--- config.mk ---
export PLATFORM = sky130hd
export DESIGN_NAME = sprite_quad_batcher
export DESIGN_NICKNAME = d
export VERILOG_FILES = /design/src/sqb_pkg.sv /design/src/sqb_front.sv /design/src/sqb_queue.sv /design/src/sqb_back.sv /design/src/sprite_quad_batcher.sv
export SDC_FILE = /design/constraint.sdc
export NUM_CORES = 2
export LEC_CHECK = 0
export CAP_MARGIN = 20
export CORE_MARGIN = 2
export CORE_UTILIZATION = 58
export DETAILED_ROUTE_END_ITERATION = 8
export DONT_BUFFER_PORTS = 1
export PLACE_DENSITY = 0.76
export SLEW_MARGIN = 40
export SYNTH_ARGS = -nofsm -noshare
export SYNTH_HDL_FRONTEND = slang
export SYNTH_HIERARCHICAL = 1
export SYNTH_SLANG_ARGS = --single-unit
--- constraint.sdc ---
create_clock -name clk -period 13.2 [get_ports clk]
set_input_delay 3.3 -clock clk [delete_from_list [all_inputs] [get_ports clk]]
set_output_delay 3.3 -clock clk [all_outputs]
set_load 0.02 [all_outputs]
--- src/sqb_pkg.sv ---
// Shared types, sizes and codes for the sprite quad batcher.
`default_nettype none
package sqb_pkg;

  // Batch limits.
  localparam int MAX_QUADS = 1024;
  localparam int MAX_SLOTS = 32;

  // Field widths.
  localparam int COORD_W = 24;
  localparam int COLOR_W = 32;
  localparam int TEX_W   = 32;
  localparam int SLOT_W  = $clog2(MAX_SLOTS);
  localparam int CNT_W   = $clog2(MAX_SLOTS + 1);
  localparam int QUAD_W  = 11;
  localparam int OVF_W   = 16;

  // Depth of the queue between the front and the back.
  localparam int Q_DEPTH = 2;
  localparam int QPTR_W  = $clog2(Q_DEPTH);
  localparam int QCNT_W  = $clog2(Q_DEPTH + 1);

  // Request modes.
  typedef enum logic [1:0] {
    MODE_SPRITE = 2'd0,
    MODE_SQUARE = 2'd1,
    MODE_FLUSH  = 2'd2,
    MODE_OVF    = 2'd3
  } mode_t;

  // Result kinds.
  typedef enum logic [1:0] {
    KIND_VERTEX = 2'd0,
    KIND_BIND   = 2'd1,
    KIND_DRAW   = 2'd2,
    KIND_OVF    = 2'd3
  } kind_t;

  // Texture coordinates per corner, packed as {u, v}.
  localparam logic [1:0] SPR_UV [4] = '{2'b01, 2'b11, 2'b10, 2'b00};
  localparam logic [1:0] SQ_UV  [4] = '{2'b00, 2'b10, 2'b11, 2'b01};

  // Classified request as it waits in the queue; edges are already saturated.
  typedef struct packed {
    mode_t              mode;
    logic [COORD_W-1:0] x0;
    logic [COORD_W-1:0] x1;
    logic [COORD_W-1:0] y0;
    logic [COORD_W-1:0] y1;
    logic [COORD_W-1:0] z;
    logic [COLOR_W-1:0] color;
    logic [TEX_W-1:0]   tex;
  } q_entry_t;

  // One result item.
  typedef struct packed {
    kind_t              kind;
    logic [COORD_W-1:0] vert_x;
    logic [COORD_W-1:0] vert_y;
    logic [COORD_W-1:0] vert_z;
    logic [COLOR_W-1:0] vert_color;
    logic               tex_u;
    logic               tex_v;
    logic [SLOT_W-1:0]  slot_index;
    logic [TEX_W-1:0]   bound_texture;
    logic [QUAD_W-1:0]  batch_quads;
    logic [OVF_W-1:0]   overflow_total;
    logic               last;
  } out_item_t;

endpackage
`default_nettype wire

--- src/sqb_front.sv ---
// Front end: classifies a request and computes its saturated quad edges.
`default_nettype none
module sqb_front (
  input  wire logic [1:0]                  in_mode,
  input  wire logic [sqb_pkg::COORD_W-1:0] in_pos_x,
  input  wire logic [sqb_pkg::COORD_W-1:0] in_pos_y,
  input  wire logic [sqb_pkg::COORD_W-1:0] in_pos_z,
  input  wire logic [sqb_pkg::COORD_W-1:0] in_size_x,
  input  wire logic [sqb_pkg::COORD_W-1:0] in_size_y,
  input  wire logic [sqb_pkg::COLOR_W-1:0] in_color_rgba,
  input  wire logic [sqb_pkg::TEX_W-1:0]   in_texture_id,
  output sqb_pkg::q_entry_t                entry
);
  import sqb_pkg::*;

  // Signed add that clamps to the coordinate range.
  function automatic logic [COORD_W-1:0] sat_add(input logic [COORD_W-1:0] a,
                                                 input logic [COORD_W-1:0] b);
    logic [COORD_W:0] s;
    s = {a[COORD_W-1], a} + {b[COORD_W-1], b};
    if (s[COORD_W] != s[COORD_W-1]) begin
      return s[COORD_W] ? {1'b1, {(COORD_W-1){1'b0}}} : {1'b0, {(COORD_W-1){1'b1}}};
    end
    return s[COORD_W-1:0];
  endfunction

  // Pack the request with both edges of each axis.
  always_comb begin
    entry.mode  = mode_t'(in_mode);
    entry.x0    = in_pos_x;
    entry.x1    = sat_add(in_pos_x, in_size_x);
    entry.y0    = in_pos_y;
    entry.y1    = sat_add(in_pos_y, in_size_y);
    entry.z     = in_pos_z;
    entry.color = in_color_rgba;
    entry.tex   = in_texture_id;
  end

endmodule
`default_nettype wire

--- src/sqb_queue.sv ---
// Short request queue between the front end and the back end.
`default_nettype none
module sqb_queue (
  input  wire logic         clk,
  input  wire logic         rst_n,
  input  wire logic         push,
  input  sqb_pkg::q_entry_t push_data,
  output logic              full,
  input  wire logic         pop,
  output sqb_pkg::q_entry_t head,
  output logic              empty
);
  import sqb_pkg::*;

  q_entry_t            mem_r [Q_DEPTH];
  logic [QPTR_W-1:0]   wr_ptr_r;
  logic [QPTR_W-1:0]   rd_ptr_r;
  logic [QCNT_W-1:0]   count_r;
  logic                do_push;
  logic                do_pop;

  assign full    = (count_r == QCNT_W'(Q_DEPTH));
  assign empty   = (count_r == '0);
  assign do_push = push && !full;
  assign do_pop  = pop && !empty;
  assign head    = mem_r[rd_ptr_r];

  // Entry storage.
  always_ff @(posedge clk) begin
    if (do_push) begin
      mem_r[wr_ptr_r] <= push_data;
    end
  end

  // Pointers and fill count.
  always_ff @(posedge clk) begin
    if (!rst_n) begin
      wr_ptr_r <= '0;
      rd_ptr_r <= '0;
      count_r  <= '0;
    end else begin
      if (do_push) begin
        wr_ptr_r <= (wr_ptr_r == QPTR_W'(Q_DEPTH - 1)) ? '0 : wr_ptr_r + QPTR_W'(1);
      end
      if (do_pop) begin
        rd_ptr_r <= (rd_ptr_r == QPTR_W'(Q_DEPTH - 1)) ? '0 : rd_ptr_r + QPTR_W'(1);
      end
      if (do_push && !do_pop) begin
        count_r <= count_r + QCNT_W'(1);
      end else if (do_pop && !do_push) begin
        count_r <= count_r - QCNT_W'(1);
      end
    end
  end

endmodule
`default_nettype wire

--- src/sqb_back.sv ---
// Back end: slot lookup, batch flushes, overflow reports and vertex emission into the output register.
`default_nettype none
module sqb_back (
  input  wire logic                      clk,
  input  wire logic                      rst_n,
  input  wire logic [sqb_pkg::TEX_W-1:0] white_tex,
  input  sqb_pkg::q_entry_t              q_head,
  input  wire logic                      q_empty,
  output logic                           q_pop,
  output sqb_pkg::out_item_t             out_item,
  output logic                           out_valid,
  input  wire logic                      out_ready
);
  import sqb_pkg::*;

  typedef enum logic [2:0] {
    S_IDLE,
    S_BIND,
    S_DRAW,
    S_MATCH,
    S_SLOT,
    S_VERT,
    S_OVF
  } state_t;

  state_t               state_r;
  q_entry_t             cur_r;
  logic                 forced_r;
  logic [SLOT_W-1:0]    bind_idx_r;
  logic [SLOT_W-1:0]    slot_r;
  logic [1:0]           vert_k_r;
  logic [MAX_SLOTS-1:0] match_r;
  logic [CNT_W-1:0]     slots_used_r;
  logic [QUAD_W-1:0]    quads_r;
  logic [OVF_W-1:0]     ovf_r;
  logic [TEX_W-1:0]     slot_table_r [MAX_SLOTS];
  out_item_t            out_r;
  logic                 out_valid_r;

  logic                 out_load;
  logic                 batch_full;
  logic                 emitting;
  logic                 claim_we;
  logic [MAX_SLOTS-1:0] match_vec;
  logic                 hit;
  logic [SLOT_W-1:0]    hit_slot;
  logic [1:0]           uv;
  out_item_t            emit_item;

  assign out_item  = out_r;
  assign out_valid = out_valid_r;
  assign out_load  = !out_valid_r || out_ready;
  assign q_pop     = (state_r == S_IDLE) && !q_empty;
  assign batch_full = (quads_r >= QUAD_W'(MAX_QUADS)) ||
                      (slots_used_r >= CNT_W'(MAX_SLOTS));
  assign emitting  = (state_r == S_BIND) || (state_r == S_DRAW) ||
                     (state_r == S_VERT) || (state_r == S_OVF);
  assign claim_we  = (state_r == S_SLOT) && !hit;

  // Compare the texture against every live slot; slot zero never matches.
  always_comb begin
    match_vec = '0;
    for (int i = 1; i < MAX_SLOTS; i++) begin
      match_vec[i] = (CNT_W'(i) < slots_used_r) && (slot_table_r[i] == cur_r.tex);
    end
  end

  // Live slot ids are unique, so the matches form at most one hot bit.
  always_comb begin
    hit_slot = '0;
    for (int i = 0; i < MAX_SLOTS; i++) begin
      if (match_r[i]) begin
        hit_slot = hit_slot | SLOT_W'(i);
      end
    end
  end
  assign hit = |match_r;

  // Build the result for the current state.
  always_comb begin
    uv        = (cur_r.mode == MODE_SPRITE) ? SPR_UV[vert_k_r] : SQ_UV[vert_k_r];
    emit_item = '0;
    case (state_r)
      S_BIND: begin
        emit_item.kind          = KIND_BIND;
        emit_item.slot_index    = bind_idx_r;
        emit_item.bound_texture = (bind_idx_r == '0) ? white_tex : slot_table_r[bind_idx_r];
      end
      S_DRAW: begin
        emit_item.kind        = KIND_DRAW;
        emit_item.batch_quads = quads_r;
        emit_item.last        = !forced_r;
      end
      S_VERT: begin
        emit_item.kind       = KIND_VERTEX;
        emit_item.vert_x     = (vert_k_r == 2'd1 || vert_k_r == 2'd2) ? cur_r.x1 : cur_r.x0;
        emit_item.vert_y     = vert_k_r[1] ? cur_r.y1 : cur_r.y0;
        emit_item.vert_z     = cur_r.z;
        emit_item.vert_color = cur_r.color;
        emit_item.tex_u      = uv[1];
        emit_item.tex_v      = uv[0];
        emit_item.slot_index = slot_r;
        emit_item.last       = (vert_k_r == 2'd3);
      end
      S_OVF: begin
        emit_item.kind           = KIND_OVF;
        emit_item.overflow_total = ovf_r;
        emit_item.last           = 1'b1;
      end
      default: begin
        emit_item = '0;
      end
    endcase
  end

  // Slot table: written when a sprite claims a new slot.
  always_ff @(posedge clk) begin
    if (claim_we) begin
      slot_table_r[slots_used_r[SLOT_W-1:0]] <= cur_r.tex;
    end
  end

  // Payload registers of the current request.
  always_ff @(posedge clk) begin
    if (q_pop) begin
      cur_r <= q_head;
    end
    if (state_r == S_MATCH) begin
      match_r <= match_vec;
    end
    if (out_load && emitting) begin
      out_r <= emit_item;
    end
  end

  // Sequencer, batch counters and output valid.
  always_ff @(posedge clk) begin
    if (!rst_n) begin
      state_r      <= S_IDLE;
      out_valid_r  <= 1'b0;
      forced_r     <= 1'b0;
      bind_idx_r   <= '0;
      slot_r       <= '0;
      vert_k_r     <= '0;
      slots_used_r <= CNT_W'(1);
      quads_r      <= '0;
      ovf_r        <= '0;
    end else begin
      if (out_load && emitting) begin
        out_valid_r <= 1'b1;
      end else if (out_ready) begin
        out_valid_r <= 1'b0;
      end

      case (state_r)
        S_IDLE: begin
          if (!q_empty) begin
            forced_r   <= 1'b0;
            bind_idx_r <= '0;
            vert_k_r   <= '0;
            slot_r     <= '0;
            case (q_head.mode)
              MODE_FLUSH: begin
                state_r <= S_BIND;
              end
              MODE_OVF: begin
                state_r <= S_OVF;
              end
              default: begin
                if (batch_full) begin
                  // Forced flush before the quad.
                  forced_r <= 1'b1;
                  if (ovf_r != '1) begin
                    ovf_r <= ovf_r + OVF_W'(1);
                  end
                  state_r <= S_BIND;
                end else if (q_head.mode == MODE_SPRITE) begin
                  state_r <= S_MATCH;
                end else begin
                  state_r <= S_VERT;
                end
              end
            endcase
          end
        end
        S_BIND: begin
          if (out_load) begin
            if (CNT_W'(bind_idx_r) == slots_used_r - CNT_W'(1)) begin
              state_r <= S_DRAW;
            end else begin
              bind_idx_r <= bind_idx_r + SLOT_W'(1);
            end
          end
        end
        S_DRAW: begin
          if (out_load) begin
            quads_r      <= '0;
            slots_used_r <= CNT_W'(1);
            if (!forced_r) begin
              state_r <= S_IDLE;
            end else if (cur_r.mode == MODE_SPRITE) begin
              state_r <= S_MATCH;
            end else begin
              state_r <= S_VERT;
            end
          end
        end
        S_MATCH: begin
          state_r <= S_SLOT;
        end
        S_SLOT: begin
          // Reuse a matching slot or claim the next free one.
          if (hit) begin
            slot_r <= hit_slot;
          end else begin
            slot_r       <= slots_used_r[SLOT_W-1:0];
            slots_used_r <= slots_used_r + CNT_W'(1);
          end
          state_r <= S_VERT;
        end
        S_VERT: begin
          if (out_load) begin
            if (vert_k_r == 2'd3) begin
              quads_r <= quads_r + QUAD_W'(1);
              state_r <= S_IDLE;
            end else begin
              vert_k_r <= vert_k_r + 2'd1;
            end
          end
        end
        S_OVF: begin
          if (out_load) begin
            ovf_r   <= '0;
            state_r <= S_IDLE;
          end
        end
        default: begin
          state_r <= S_IDLE;
        end
      endcase
    end
  end

endmodule
`default_nettype wire

--- src/sprite_quad_batcher.sv ---
// Sprite quad batcher: expands draw requests into vertices, slot binds and batch draws.
//
// Input channel (in_*): one request per transfer. Modes are textured sprite,
// untextured square, flush batch and read-and-clear of the overflow counter.
// Result channel (out_*): vertices, slot binds, draw records and overflow
// reports; out_last marks the final result of each request.
// Configuration channel (cfg_*): writes the white texture id bound in slot 0;
// it is always ready. It must be written only while the block is idle; the block
// itself does not enforce this. Requests pass a two-entry queue, so the input
// keeps taking transfers while the back end works. The back end handles one
// request at a time and emits at most one result per cycle: a square emits its
// four vertices, a sprite adds a slot compare and a slot claim step before them,
// a flush emits one bind per slot in use and then a draw record, and an overflow
// read emits one report. A forced flush adds its binds and draw ahead of the quad.
// A single output register holds each result; when the receiver stalls, the
// back end waits and the queue fills, then in_ready drops.
// Reset empties the queue and the output register, sets one slot in use, and
// clears the quad and overflow counts; slot entries need no clearing.
`default_nettype none
module sprite_quad_batcher (
  input  wire logic                                clk,
  input  wire logic                                rst_n,
  input  wire logic                                cfg_valid,
  output logic                                     cfg_ready,
  input  wire logic [sqb_pkg::TEX_W-1:0]           cfg_white_texture_id,
  input  wire logic                                in_valid,
  output logic                                     in_ready,
  input  wire logic [1:0]                          in_mode,
  input  wire logic signed [sqb_pkg::COORD_W-1:0]  in_pos_x,
  input  wire logic signed [sqb_pkg::COORD_W-1:0]  in_pos_y,
  input  wire logic signed [sqb_pkg::COORD_W-1:0]  in_pos_z,
  input  wire logic signed [sqb_pkg::COORD_W-1:0]  in_size_x,
  input  wire logic signed [sqb_pkg::COORD_W-1:0]  in_size_y,
  input  wire logic [sqb_pkg::COLOR_W-1:0]         in_color_rgba,
  input  wire logic [sqb_pkg::TEX_W-1:0]           in_texture_id,
  output logic                                     out_valid,
  input  wire logic                                out_ready,
  output logic [1:0]                               out_kind,
  output logic signed [sqb_pkg::COORD_W-1:0]       out_vert_x,
  output logic signed [sqb_pkg::COORD_W-1:0]       out_vert_y,
  output logic signed [sqb_pkg::COORD_W-1:0]       out_vert_z,
  output logic [sqb_pkg::COLOR_W-1:0]              out_vert_color,
  output logic                                     out_tex_u,
  output logic                                     out_tex_v,
  output logic [sqb_pkg::SLOT_W-1:0]               out_slot_index,
  output logic [sqb_pkg::TEX_W-1:0]                out_bound_texture,
  output logic [sqb_pkg::QUAD_W-1:0]               out_batch_quads,
  output logic [sqb_pkg::OVF_W-1:0]                out_overflow_total,
  output logic                                     out_last
);
  import sqb_pkg::*;

  logic [TEX_W-1:0] white_tex_r;
  q_entry_t         front_entry;
  q_entry_t         q_head;
  logic             q_full;
  logic             q_empty;
  logic             q_pop;
  out_item_t        item;

  // Configuration register.
  assign cfg_ready = 1'b1;
  always_ff @(posedge clk) begin
    if (!rst_n) begin
      white_tex_r <= '0;
    end else if (cfg_valid) begin
      white_tex_r <= cfg_white_texture_id;
    end
  end

  assign in_ready = !q_full;

  sqb_front u_front (
    .in_mode       (in_mode),
    .in_pos_x      (in_pos_x),
    .in_pos_y      (in_pos_y),
    .in_pos_z      (in_pos_z),
    .in_size_x     (in_size_x),
    .in_size_y     (in_size_y),
    .in_color_rgba (in_color_rgba),
    .in_texture_id (in_texture_id),
    .entry         (front_entry)
  );

  sqb_queue u_queue (
    .clk       (clk),
    .rst_n     (rst_n),
    .push      (in_valid),
    .push_data (front_entry),
    .full      (q_full),
    .pop       (q_pop),
    .head      (q_head),
    .empty     (q_empty)
  );

  sqb_back u_back (
    .clk       (clk),
    .rst_n     (rst_n),
    .white_tex (white_tex_r),
    .q_head    (q_head),
    .q_empty   (q_empty),
    .q_pop     (q_pop),
    .out_item  (item),
    .out_valid (out_valid),
    .out_ready (out_ready)
  );

  // Result fields to ports.
  assign out_kind           = item.kind;
  assign out_vert_x         = item.vert_x;
  assign out_vert_y         = item.vert_y;
  assign out_vert_z         = item.vert_z;
  assign out_vert_color     = item.vert_color;
  assign out_tex_u          = item.tex_u;
  assign out_tex_v          = item.tex_v;
  assign out_slot_index     = item.slot_index;
  assign out_bound_texture  = item.bound_texture;
  assign out_batch_quads    = item.batch_quads;
  assign out_overflow_total = item.overflow_total;
  assign out_last           = item.last;

endmodule
`default_nettype wire
==> results.sh <==
export IMPL_finalPower_mw=17.5
export IMPL_p_leak_nw=30.9
export IMPL_port_buffers=0
export IMPL_r2r_cells=8
export IMPL_period_minus_slack_ns=5.54
export IMPL_clk_latency_ns=0.81
export IMPL_status="finished clean"
export IMPL_die_area_mm2=0.154
export IMPL_power_density_mw_per_mm2=182
export IMPL_vdd_drop_max_uv=149
export IMPL_clock_fmax_mhz=181
export IMPL_worstHoldEndpoint="u_back/slot_r[3]"
export IMPL_clk_pin_slew_ns=0.06
export IMPL_clk_path_buf_depth=3
export IMPL_grt_max_degree=144
export IMPL_hold_viol_final=0
export IMPL_ff2ff_setup_slack_ns=9.03
export IMPL_grt_pass1_wl_um=342000
export IMPL_crit_type="input port to flop"
export IMPL_vias=49900
export IMPL_die_h_um=392
export IMPL_endpoint_kind="flop"
export IMPL_grt_setup_unrepaired="no"
export IMPL_drt_total_wl_um=241000
export IMPL_coreArea_mm2=0.150
export IMPL_p_seq_share_pct=47.3
export IMPL_power_switching_mw=5.43
export IMPL_syn_cell_area_mm2=0.0874
export IMPL_tightest_slew_ns=0.928
export IMPL_initial_core_util_pct=58.4
export IMPL_holdCritPathClass="flop to flop"
export IMPL_die_w_um=392
export IMPL_min_delay_path_depth=2
export IMPL_avgSynthCellArea_um2=15.6
export IMPL_hold_buffers=0
export IMPL_fp_row_count=142
export IMPL_wl_per_cell_um=31.4
export IMPL_synth_seq_cells=1878
export IMPL_cts_num_sinks=1878
export IMPL_seq_area_frac_synth_pct=63.4
export IMPL_antenna_left=0
export IMPL_cts_tree="done"
export IMPL_finalMaxSlewViolations=0
export IMPL_drt_first_pass_iters=6
export IMPL_required_ns=13.74
export IMPL_gp_congestion=0.983
export IMPL_combPwrFrac_pct=21.8
export IMPL_clkPwrFrac_pct=30.9
export IMPL_p_sw_share_pct=31.1
export IMPL_numCtsBuffers=188
export IMPL_num_io_pins=399
export IMPL_final_cell_mix="1786 x edfxtp_1, 659 x xor2_1, 392 x xnor2_1"
export IMPL_overflow=0
export IMPL_grt_use_total_pct=30.9
export IMPL_yosysWarnings=6
export IMPL_final_nets=5759
export IMPL_arrival_ns=6.08
export IMPL_rr_endpoint="u_back/out_item[31]"
export IMPL_synth_main_ff_cell="edfxtp_1"
export IMPL_layout_drive_gt1_share_pct=18.5
export IMPL_synth_edf_count=1786
export IMPL_cts_setup_buffers=0
export IMPL_start_kind="input port"
export IMPL_path_max_fanout=12
export IMPL_area_delta_synth_final_pct=9.50
export IMPL_p_int_mw=12.0
export IMPL_drv_cap=0
export IMPL_ys_top_cells_by_area="edfxtp_1 61%, xor2_1 6.6%, mux4_2 6.6%, xnor2_1 3.9%, mux2_4 2.4%"
export IMPL_grt_pass1_vias=48500
export IMPL_tns_ns=0
export IMPL_final_common_cell="edfxtp_1"
export IMPL_h_tree_depth=4
export IMPL_synth_top_cell_area_share_pct=61.3
export IMPL_viasPerCell=6.51
export IMPL_cts_root_buf="clkbuf_16"
export IMPL_dp_hpwl_um=167000
export IMPL_synth_largest_area_cell="edfxtp_1"
export IMPL_syn_num_nets=5884
export IMPL_synth_cell_types=95
export IMPL_antenna_found_initial=11
export IMPL_final_setup_skew_ns=0.0286
export IMPL_max_slew_margin_rel_pct=37.7
export IMPL_ys_async_sr_fraction_pct=0
export IMPL_hp_start="u_back/slot_r[3]"
export IMPL_ctsResizeCount=0
export IMPL_first_iter_violations=6917
export IMPL_synth_cells=5600
export IMPL_drc=0
export IMPL_setup_viol_count_final=0
export IMPL_period_share_pct=41.9
==> power groups by stage <==
| stage | sequential, mW | clock (mW) | combinational (mW) |
|---|---|---|---|
| 5_1_grt | 8.30 | 5.70 | 4.02 |
| 2_1_floorplan | 8.49 | 0 | 2.48 |
| 6_report | 8.25 | 5.40 | 3.81 |
| 3_5_place_dp | 8.38 | 0 | 3.74 |
| 4_1_cts | 8.27 | 5.46 | 3.77 |
| 3_3_place_gp | 8.37 | 0 | 3.67 |
==> worst max path at each step <==
stage,slack (ns),from,endpoint
after floorplan,0.70,out_ready,u_back/out_item[0]
after global placement,6.75,in_pos_y[5],u_queue/mem_r[0][103]
after detailed placement,6.66,in_pos_y[4],u_queue/mem_r[1][103]
after CTS,7.51,in_pos_y[4],u_queue/mem_r[0][103]
after global routing,7.43,in_pos_x[0],u_queue/mem_r[1][137]
final,7.66,in_pos_x[0],u_queue/mem_r[1][137]
==> cells by family (layout without fill, tap and decap cells) <==
group                      count (synthesis)  after routing  synth area share, %
muxes                                    629            629                 11.8
xor gates and xnor gates                1051           1051                 10.5
and+or+nand+nor                          965            965                 6.04
other                                      1             10              0.00429
DFF                                     1878           1878                 63.4
adders and majority gates                 64             64                0.924
buffers and inverters                    506            543                 3.36
AOI/OAI and AO/OA                        506            506                 3.86
==> cell type report <==
cell class / count / area [um2]
diodes: 9 / 22.5
clock buffers: 243 / 5110
clock inverters: 109 / 1130
fillers: 10400 / 54000
inverters: 36 / 143
multi-input cells: 3216 / 29300
flip-flops and latches: 1878 / 55500
well taps: 2016 / 2520
repair buffers: 155 / 1990
==> per-layer routing <==
metal / global-route usage, % / routed length, um / vias to the layer above
met5: 0 / 13 / -
met4: 14.8 / 12800 / 2
met3: 6.63 / 24300 / 491
met2: 49.0 / 115000 / 3046
met1: 40.9 / 88300 / 25400
li1: - / - / 20900
==> worst max-delay path, cell delays in order <==
cell and delay, ns:
ha_1 0.17, inv_1 0.06, fa_1 0.40, nor2b_1 0.17, o31a_1 0.26, o31ai_4 0.08, o22ai_1 0.21, or2_0 0.36
a211oi_2 0.18, nor2_2 0.50, nor2_1 0.09, o31a_1 0.29
==> cells in the mapped netlist (122+ instances only) <==
library cell,number
o21ai_0,122
xnor2_1,392
nand2_1,130
mux2_4,140
mux4_2,256
buf_2,139
nand4_1,130
nor4_1,182
buf_4,159
xor2_1,659
nor2_1,170
edfxtp_1,1786
==> state kept, by name, indices dropped and copies added (netlist names), named ones only <==
signal and count:
u_back/ovf_r 16, u_back/out_valid 1, u_back/cur_r 186, u_back/slots_used_r 6
u_back/slot_r 5, u_back/out_item 173, u_back/state_r 3, u_queue/rd_ptr_r 1
white_tex_r 32, u_queue/count_r 2, u_queue/wr_ptr_r 1, u_queue/mem_r 372
u_back/match_r 31, u_back/bind_idx_r 5, u_back/vert_k_r 2, u_back/forced_r 1
u_back/slot_table_r 1024, u_back/quads_r 11
==> per-stage QoR <==
stage	utilization, %	instances	worst slack, ns	hold WS, ns	cell area, um2
after floorplan	-	5600	0.698	0.425	87400
after global placement	58.9	7253	6.75	0.454	88300
after detailed placement	59.7	7298	6.66	0.471	89400
after CTS	63.9	7650	7.51	0.489	95600
after global routing	63.9	7655	7.43	0.502	95700
final	63.9	7662	7.66	0.494	95700
Power figures use the tool's default switching activity.
